**src/design/lzwd_pkg.sv**
```systemverilog
// lzwd_pkg: shared types and constants for the lzw code decoder
// used by every module of the block except lzwd_ram; no dependencies
package lzwd_pkg;

    localparam int CODE_W        = 9;
    localparam int BYTE_W        = 8;
    localparam int NFC_W         = 10;
    localparam int LIT_LIMIT     = 256;
    localparam int DICT_SIZE_DEF = 512;
    localparam int STACK_DEPTH   = 257;
    localparam int STACK_AW      = 9;
    localparam int CHUNK_BYTES   = 8;
    localparam int CHUNK_W       = CHUNK_BYTES * BYTE_W;
    localparam int CNT_W         = 4;
    localparam int Q_DEPTH       = 2;
    localparam int Q_AW          = 1;

    // item classes decided by the front end
    typedef enum logic [1:0] {
        K_ERR  = 2'd0,
        K_LIT  = 2'd1,
        K_CODE = 2'd2,
        K_KWK  = 2'd3
    } t_kind;

    typedef struct packed {
        t_kind             kind;
        logic [CODE_W-1:0] code;
        logic [CODE_W-1:0] ecode;
        logic              evalid;
    } t_item;

endpackage

```
**src/design/lzwd_queue.sv**
```systemverilog
// lzwd_queue: short item queue between front end and back end
// depends on lzwd_pkg
module lzwd_queue (
    input  logic            i_clk,
    input  logic            i_rst_n,
    input  logic            i_push_valid,
    output logic            o_push_ready,
    input  lzwd_pkg::t_item i_item,
    output logic            o_pop_valid,
    input  logic            i_pop_ready,
    output lzwd_pkg::t_item o_item
);

    lzwd_pkg::t_item               r_mem [lzwd_pkg::Q_DEPTH];
    logic [lzwd_pkg::Q_AW-1:0]     r_wp;
    logic [lzwd_pkg::Q_AW-1:0]     r_rp;
    logic [lzwd_pkg::Q_AW:0]       r_cnt;
    logic                          push;
    logic                          pop;

    assign o_push_ready = r_cnt != (lzwd_pkg::Q_AW + 1)'(lzwd_pkg::Q_DEPTH);
    assign o_pop_valid  = r_cnt != '0;
    assign push         = i_push_valid & o_push_ready;
    assign pop          = o_pop_valid & i_pop_ready;
    assign o_item       = r_mem[r_rp];

    always_ff @(posedge i_clk) begin
        if (push) begin
            r_mem[r_wp] <= i_item;
        end
    end

    always_ff @(posedge i_clk) begin
        if (!i_rst_n) begin
            r_wp  <= '0;
            r_rp  <= '0;
            r_cnt <= '0;
        end else begin
            if (push) begin
                r_wp <= r_wp + lzwd_pkg::Q_AW'(1);
            end
            if (pop) begin
                r_rp <= r_rp + lzwd_pkg::Q_AW'(1);
            end
            if (push && !pop) begin
                r_cnt <= r_cnt + (lzwd_pkg::Q_AW + 1)'(1);
            end else if (pop && !push) begin
                r_cnt <= r_cnt - (lzwd_pkg::Q_AW + 1)'(1);
            end
        end
    end

endmodule

```
**config.mk**
```make
export PLATFORM = sky130hd
export DESIGN_NAME = lzwd_queue
export DESIGN_NICKNAME = d
export VERILOG_FILES = /design/src/design/lzwd_pkg.sv /design/src/design/lzwd_queue.sv
export SDC_FILE = /design/constraint.sdc
export NUM_CORES = 1
export LEC_CHECK = 0
export ABC_AREA = 1
export BUFFER_PORTS_ARGS = -buffer_cell sky130_fd_sc_hd__buf_2
export CORE_ASPECT_RATIO = 0.9
export CORE_MARGIN = 2
export CORE_UTILIZATION = 55
export CTS_BUF_LIST = sky130_fd_sc_hd__clkbuf_4 sky130_fd_sc_hd__clkbuf_8 sky130_fd_sc_hd__clkbuf_16
export CTS_CLUSTER_SIZE = 16
export DETAILED_ROUTE_END_ITERATION = 8
export PLACE_DENSITY_LB_ADDON = 0.15
export SYNTH_ARGS = -nofsm -noshare
export SYNTH_HDL_FRONTEND = slang
export SYNTH_SLANG_ARGS = --single-unit
```
**constraint.sdc**
```tcl
create_clock -name i_clk -period 2.9 [get_ports i_clk]
set_input_delay 0.29 -clock i_clk [delete_from_list [all_inputs] [get_ports i_clk]]
set_output_delay 0.29 -clock i_clk [all_outputs]
set_load 0.02 [all_outputs]
```
==> results.yml <==
timing:
  skew_ps: 7.300
  post-route-period-util_pct: 64.41
  setup_viol: 0
  setup_ws_ps: 1032
  finalSetupTns_ps: 0
  final-max-slew-violation-count: 0
  hold_viol: 0
  period_needed_ps: 1868
  tightest_slew_ps: 337.4
  whs_ps: 187.6
  fmax_ghz: 0.5353
  rsz0062_at_grt: "no"
  max_slew_margin_pct: 77.51
synth:
  synth-seq-area-share_pct: 73.91
  synth.distinct_cells: 17
  syn-mean-instance-area_um2: 18.06
  synth_area_mm2: 0.001842
  synth_nets: 128
  ys_warn_count: 0
  postSynthCellCount: 102
  ys_ff_latch: 47
power:
  powerDensity_mw_per_mm2: 839.3
  leakage_uw: 0.0009061
  ir_drop_v: 0.0004890
clock_network:
  cts_max_level: 2
  ctsLongestPathBuffers: 2
  cts_root_buffer: "clkbuf_8"
  insertion_delay_ps: 290
  cts_setup_buffers: 0
  cts_tree: "done"
  cts-buffers-inserted: 5
  clock_sinks: 47
  hold_buffers: 0
  clkTransAtPathRegs_ps: 80
  cts_resized: 0
place:
  post_dp_cell_area_mm2: 0.002135
  dp_hpwl_mm: 1.953
  io_buffers: 47
  finalWeightedCongestion: 0.6103
  post-place-ws_ps: 1331
die:
  die-area_mm2: 0.003828
  core_area_mm2: 0.003114
  ioPinCount: 48
  fp.dieW_um: 65.00
  die_h_um: 58.90
  row_count: 19
  start_util_pct: 59.14
cells_and_area:
  antennaDiodeCount: 0
  layout_commonest_cell: "buf_2"
  filler_cell_count: 219
  areaGrowthSynthToFinish_pct: 20.45
  fin_nets: 183
  design_area_mm2: 0.002218
  drive_gt1_share_pct: 52.53
  final_cell_mix: "buf_2 (47), edfxtp_1 (42), mux2_4 (20), nand2_1 (7)"
drt:
  drc_errors: 0
  dr.pass1.iters: 4
  antenna_left: 0
  finalWirelength_mm: 2.758
  drt-initial-drc-count: 31
  vias_per_cell: 4.820
  post_drt_wl_per_cell_um: 13.79
  num_vias: 964
grt:
  grt_max_degree: 22
  overflow: 0
  grt_pass1_vias: 977
  grt_first_pass_wirelength_mm: 4.422
  grt_usage_pct: 16.54
  antenna_found_initial: 0
worst_setup_path:
  worst_setup_path_start_kind: "register"
  critPathMaxFanout: 18
  crit_slowest_cell: "dfxtp_1"
  criticalPathCategory: "reg -> out"
  crit_buf_inv: 2
  required_ps: 2610
  cpPeakStageDelay_ps: 430
  path_delay_family: "buffers and inverters"
  crit_arrival_ps: 1580
  crit_chain: "buf_4 > mux2_4 > buf_2"
  worstSetupEndpointType: "primary output"
run_status:
  outcome: "finished clean"
hold_path:
  worstHoldPathType: "in -> reg"
job:
  timing.max_cap.violations: 0
==> layout make-up <==
type / instances / area [um^2] / area share, %
Sequential cell: 47 / 1361 / 61.37
Inverter: 8 / 31.28 / 1.410
Multi-Input combinational cell: 45 / 431.7 / 19.46
Tap cell: 42 / 52.55 / 2.369
Timing Repair Buffer: 50 / 257.7 / 11.62
Clock inverter: 3 / 15.01 / 0.6768
Clock buffer: 5 / 68.82 / 3.102
==> stage by stage <==
| stage | instances | total power (uW) | utilization, % |
|---|---|---|---|
| floorplan | 102 | 1365 | - |
| global placement | 192 | 1508 | 68.54 |
| detailed placement | 192 | 1531 | 68.54 |
| CTS | 200 | 1890 | 71.23 |
| global route | 200 | 1971 | 71.23 |
| finish | 200 | 1862 | 71.23 |
==> flip-flops by register name, indices dropped and copies added, names as in the netlist, named ones only <==
name / cells
r_mem: 42
r_cnt: 2
r_rp: 1
r_wp: 1
==> cell families after synthesis <==
family,count (synthesis),synth area share (%)
buffers and inverters,10,2.921
DFF,47,73.91
muxes,21,16.92
AOI/OAI and AO/OA,4,1.223
adders and majority gates,1,0.6792
and+or+nand+nor,19,4.348
==> per-layer routing <==
layer | global-route usage [%] | share of wire [%] | up-vias
met2 | 27.84 | 54 | 27
met3 | 6.501 | 5.2 | 2
met5 | 0 | 0 | -
met1 | 18.94 | 40 | 455
li1 | - | - | 480
met4 | 7.295 | 0.91 | 0
==> worst register-to-register path, stage by stage, from the launching register on <==
cell      delay, ps
dfxtp_1         400
nand2_2          80
nand2_2         110
clkinv_2         70
ha_1            330
inv_1            80
nand4_1         100
nand2_1          80
nor2_1           40
==> power breakdown <==
part	switching (uW)	internal, uW	leakage [uW]	total [uW]
clock	192	164	0.0000392	355
combinational	343	262	0.000434	605
sequential	43.0	858	0.000433	901
total	578	1280	0.000906	1860
==> synth_stat cells <==
library cell   n  share of area, %
a21oi_1        1              0.27
o21ai_0        2              0.54
edfxtp_1      42                68
o21a_1         1              0.41
ha_1           1              0.68
buf_6          2               1.2
nor2_1         8               1.6
clkinv_2       1              0.27
mux2_4        20                16
dfxtp_1        5               5.4
nand3_1        1              0.27
inv_1          6               1.2
nand2_2        2              0.68
mux2_2         1              0.61
nand4_1        1              0.34
nand2_1        7               1.4
inv_2          1              0.20
==> final timing paths <==
path / from / endpoint / slack (ps) / cells past startpoint
worst min-delay path: i_item[0] / r_mem[1][0]$_DFFE_PP_ / 190 / 1
worst min register to register: r_rp$_SDFFE_PN0P_ / register / 520 / 2
worst max register to register: r_cnt[1]$_SDFFE_PN0P_ / r_cnt[1]$_SDFFE_PN0P_ / 1520 / 8
worst max-delay path: register / o_item[1] / 1030 / 3
No activity file was read; power rests on OpenSTA's default activity.
