### src/design/lzwd_pkg.sv
// lzwd_pkg: shared types and constants for the lzw code decoder
// used by every module of the block except lzwd_ram; no dependencies
package lzwd_pkg;

    localparam int CODE_W        = 9;
    localparam int BYTE_W        = 8;
    localparam int NFC_W         = 10;
    localparam int LIT_LIMIT     = 256;
    localparam int DICT_SIZE_DEF = 512;
    localparam int STACK_DEPTH   = 257;
    localparam int STACK_AW      = 9;
    localparam int CHUNK_BYTES   = 8;
    localparam int CHUNK_W       = CHUNK_BYTES * BYTE_W;
    localparam int CNT_W         = 4;
    localparam int Q_DEPTH       = 2;
    localparam int Q_AW          = 1;

    // item classes decided by the front end
    typedef enum logic [1:0] {
        K_ERR  = 2'd0,
        K_LIT  = 2'd1,
        K_CODE = 2'd2,
        K_KWK  = 2'd3
    } t_kind;

    typedef struct packed {
        t_kind             kind;
        logic [CODE_W-1:0] code;
        logic [CODE_W-1:0] ecode;
        logic              evalid;
    } t_item;

endpackage

### src/design/lzwd_front.sv
// lzwd_front: accepts codes, tracks the next free code and classifies each item
// depends on lzwd_pkg
module lzwd_front #(
    parameter int DICT_SIZE = lzwd_pkg::DICT_SIZE_DEF
) (
    input  logic                        i_clk,
    input  logic                        i_rst_n,
    input  logic                        i_valid,
    output logic                        o_ready,
    input  logic [lzwd_pkg::CODE_W-1:0] i_code,
    input  logic                        i_first_of_message,
    output logic                        o_push_valid,
    input  logic                        i_push_ready,
    output lzwd_pkg::t_item             o_item
);

    logic [lzwd_pkg::NFC_W-1:0] r_nfc;
    logic [lzwd_pkg::NFC_W-1:0] n_nfc;
    logic                       accept;
    logic                       room;

    assign o_ready      = i_push_ready;
    assign o_push_valid = i_valid;
    assign accept       = i_valid & i_push_ready;
    assign room         = r_nfc < lzwd_pkg::NFC_W'(DICT_SIZE);

    always_comb begin
        o_item.code   = i_code;
        o_item.ecode  = '0;
        o_item.evalid = 1'b0;
        if (i_first_of_message) begin
            o_item.kind = (i_code >= lzwd_pkg::CODE_W'(lzwd_pkg::LIT_LIMIT)) ?
                          lzwd_pkg::K_ERR : lzwd_pkg::K_LIT;
        end else begin
            o_item.kind = ({1'b0, i_code} >= r_nfc) ? lzwd_pkg::K_KWK : lzwd_pkg::K_CODE;
            if (room) begin
                o_item.ecode  = r_nfc[lzwd_pkg::CODE_W-1:0];
                o_item.evalid = 1'b1;
            end
        end
    end

    always_comb begin
        n_nfc = r_nfc;
        if (accept) begin
            if (i_first_of_message) begin
                n_nfc = lzwd_pkg::NFC_W'(lzwd_pkg::LIT_LIMIT);
            end else if (room) begin
                n_nfc = r_nfc + lzwd_pkg::NFC_W'(1);
            end
        end
    end

    always_ff @(posedge i_clk) begin
        if (!i_rst_n) begin
            r_nfc <= lzwd_pkg::NFC_W'(lzwd_pkg::LIT_LIMIT);
        end else begin
            r_nfc <= n_nfc;
        end
    end

endmodule

### config.mk
export PLATFORM = sky130hd
export DESIGN_NAME = lzwd_front
export DESIGN_NICKNAME = d
export VERILOG_FILES = /design/src/design/lzwd_pkg.sv /design/src/design/lzwd_front.sv
export SDC_FILE = /design/constraint.sdc
export NUM_CORES = 1
export LEC_CHECK = 0
export BUFFER_PORTS_ARGS = -buffer_cell sky130_fd_sc_hd__buf_2
export CAP_MARGIN = 40
export CORE_MARGIN = 2
export CORE_UTILIZATION = 40
export DETAILED_ROUTE_END_ITERATION = 7
export GPL_ROUTABILITY_DRIVEN = 0
export PLACE_DENSITY = 0.8
export SYNTH_ARGS = -nofsm -noshare
export SYNTH_HDL_FRONTEND = slang
export SYNTH_SLANG_ARGS = --single-unit
export TNS_END_PERCENT = 100
### constraint.sdc
create_clock -name i_clk -period 1.4 [get_ports i_clk]
set_clock_uncertainty 0.1 [all_clocks]
set_input_delay 0.14 -clock i_clk [delete_from_list [all_inputs] [get_ports i_clk]]
set_output_delay 0.14 -clock i_clk [all_outputs]
set_load 0.01 [all_outputs]
==> flow_metrics.tcl <==
set metrics [dict create \
    swShare_pct 30.85 \
    cts.reportedPaths.clkPinSlew_ns 0.07 \
    hp-class "in2reg" \
    layout_common_cells "buf_2, buf_4, buf_6" \
    yosysUniqueCellTypes 30 \
    diodes 0 \
    synth_cells 108 \
    largest_reg_flops 10 \
    hold_start "i_rst_n" \
    dr.pass1.iters 4 \
    die_y_um 50.63 \
    start_util_pct 43.44 \
    rrSetupSlack_ns -0.04 \
    outcome "complete, but fails checks" \
    grtUsageTotal_pct 23.12 \
    portBuffers 36 \
    ctsHoldBuffers 0 \
    setup_violations 13 \
    postRouteAntennaNets 0 \
    min_path_cells 2 \
    multiInputGateArea_um2 723.2 \
    htree_levels 1 \
    violations "negative setup slack" \
    p_per_area_nw_per_um2 455.6 \
    relSlewSlack_pct 71.54 \
    pwr-share-seq_pct 41.5 \
    route.vias.total 1117 \
    cp-end-kind "output pin" \
    antenna_found_initial 0 \
    start_kind "flip-flop" \
    min_period_ns 1.950 \
    layout_commonest_cell "buf_2" \
    ff_latch_area_um2 211.5 \
    dp_cells 184 \
    insertion_delay_ns 0.27 \
    routed_wl_um 3253 \
    area_growth_pct 74.24 \
    p_leak_nw 0.6708 \
    regMostFlops "r_nfc" \
    syn_nets 132 \
    fin_crit_sh_pct 139.3 \
    fillers 135 \
    crit_required_ns 1.16 \
    max_clock_freq_mhz 512.9 \
    min_delay_worst_endpoint "r_nfc[8]" \
    top_regs "r_nfc x10" \
    pwr-share-clk_pct 29.5 \
    grt_max_degree 9 \
    worstMarginPinSlew_ns 0.4233 \
    syn_avg_cell_area_um2 8.052 \
    synth_edf_count 0 \
    clockBufferDepth 2 \
    grt_pass1_wl_um 4450 \
    io_pins 37 \
    cts_made_buffers 3 \
    reg2reg_to "r_nfc[8]" \
    core_area_um2 2002 \
    dp_hpwl_um 2051 \
    p_switching_w 0.0002130 \
    rsz0062_at_grt "yes" \
    row_count 16 \
    ir_drop_mv 0.4378 \
    synth-main-ff-cell "dfxtp_1" \
    crit_type "reg2out" \
    clockRootBuffer "clkbuf_4" \
    reg2regPathDepth 5 \
    crit_arrival_ns 1.71 \
    vias_per_cell 5.728 \
    pwr-share-comb_pct 29.0 \
    drtIter0Drc 18 \
    ys_seq_area_share_pct 23.02 \
    design_power_total_w 0.0006903 \
    cts_sinks 10 \
    tns_ns -1.694 \
    synth_warnings 0 \
    final_hold_viol_count 0 \
    setup_slack_ns -0.5499 \
    crit_fanout 2 \
    nNetsFinal 194 \
    r2r_start "r_nfc[7]" \
    layout-drive-gt1-share_pct 67.86 \
    final_cells 195 \
    async_flop_share_pct 0 \
    grt_pass1_vias 1025 \
    grt_overflow 0 \
    die_area_um2 2563 \
    drv_slew 0 \
    drv_cap 0 \
    intPower_w 0.0004773 \
    drc 0 \
    ys_ff_latch 10 \
    routedWlPerCell_um 16.68 \
    cts_tree "built" \
    netlist_area_um2 869.6 \
    fp.dieW_um 50.63 \
]
per-stage QoR:
| stage | worst slack [ns] | util [%] | hold slack (ns) | area, um^2 |
|---|---|---|---|---|
| finish | -0.5499 | 75.69 | 0.03003 | 1515 |
| global route | -0.6282 | 75.69 | 0.03887 | 1515 |
| CTS | -0.5339 | 65.75 | 0.01112 | 1316 |
| detailed placement | -0.2664 | 60.12 | 0.2922 | 1204 |
| global placement | -0.2129 | 60.12 | 0.2837 | 1204 |
| floorplan | -0.1571 | - | 0.1273 | 884.6 |
power groups by stage:
stage | Clock (W) | Sequential (W) | Combinational, W
2_1_floorplan | 0 | 0.000295 | 0.0000965
3_3_place_gp | 0 | 0.000295 | 0.000154
3_5_place_dp | 0 | 0.000295 | 0.000162
4_1_cts | 0.000206 | 0.000289 | 0.000173
5_1_grt | 0.000224 | 0.000287 | 0.000215
6_report | 0.000203 | 0.000286 | 0.000200
cell type report:
class	instances	area share, %
multi-input combinational	74	47.73
timing repair buffer	70	31.87
sequential	10	13.96
inverter	11	2.725
tap	27	2.230
clock buffer	3	1.486
Yosys cell counts, types with 4 or more instances:
cell	count	share of area, %
dfxtp_1	10	23
nor3_1	8	4.6
nor2_1	5	2.2
a21oi_1	5	2.9
a311oi_1	5	5.0
buf_4	11	9.5
nand3_1	8	4.6
inv_1	11	4.7
ha_1	10	14
nand2_1	4	1.7
worst max path at each step:
stage                   from    endpoint  slack [ns]
floorplan           r_nfc[7]  o_item[19]       -0.16
global placement    r_nfc[7]  o_item[19]       -0.21
detailed placement  r_nfc[7]  o_item[19]       -0.27
CTS                 r_nfc[7]  o_item[19]       -0.53
global route        r_nfc[7]  o_item[19]       -0.63
finish              r_nfc[7]  o_item[19]       -0.55
cells by family after synthesis:
logic type | synth area share, %
buffers and inverters | 15.11
flip-flops | 23.02
adder cells (fa/ha/maj) | 14.39
AO/OA/AOI/OAI | 20.00
AND/OR/NAND/NOR | 27.48
metal layers:
| layer | vias to the layer above | track usage [%] | part of all wire, % |
|---|---|---|---|
| li1 | 514 | - | - |
| met1 | 542 | 24.23 | 37 |
| met2 | 44 | 44.96 | 55 |
| met3 | 17 | 5.357 | 3.8 |
| met4 | 0 | 6.757 | 4.5 |
| met5 | - | 0 | 0 |
worst max-delay path, cell delays in order (launching register included):
cell      delay (ns)
dfxtp_2         0.34
inv_2           0.05
ha_4            0.26
a21o_1          0.11
a211oi_2        0.07
a221o_1         0.32
a31oi_2         0.14
buf_2           0.15
repair_timing:
| action | CTS | global route |
|---|---|---|
| cloned | 0 | 0 |
| resized for setup | 19 | 35 |
| pin swaps | 5 | 20 |
| setup buffers | 0 | 9 |
| setup endpoints to repair | 10 | 17 |
(Power assumes the default switching activity.)
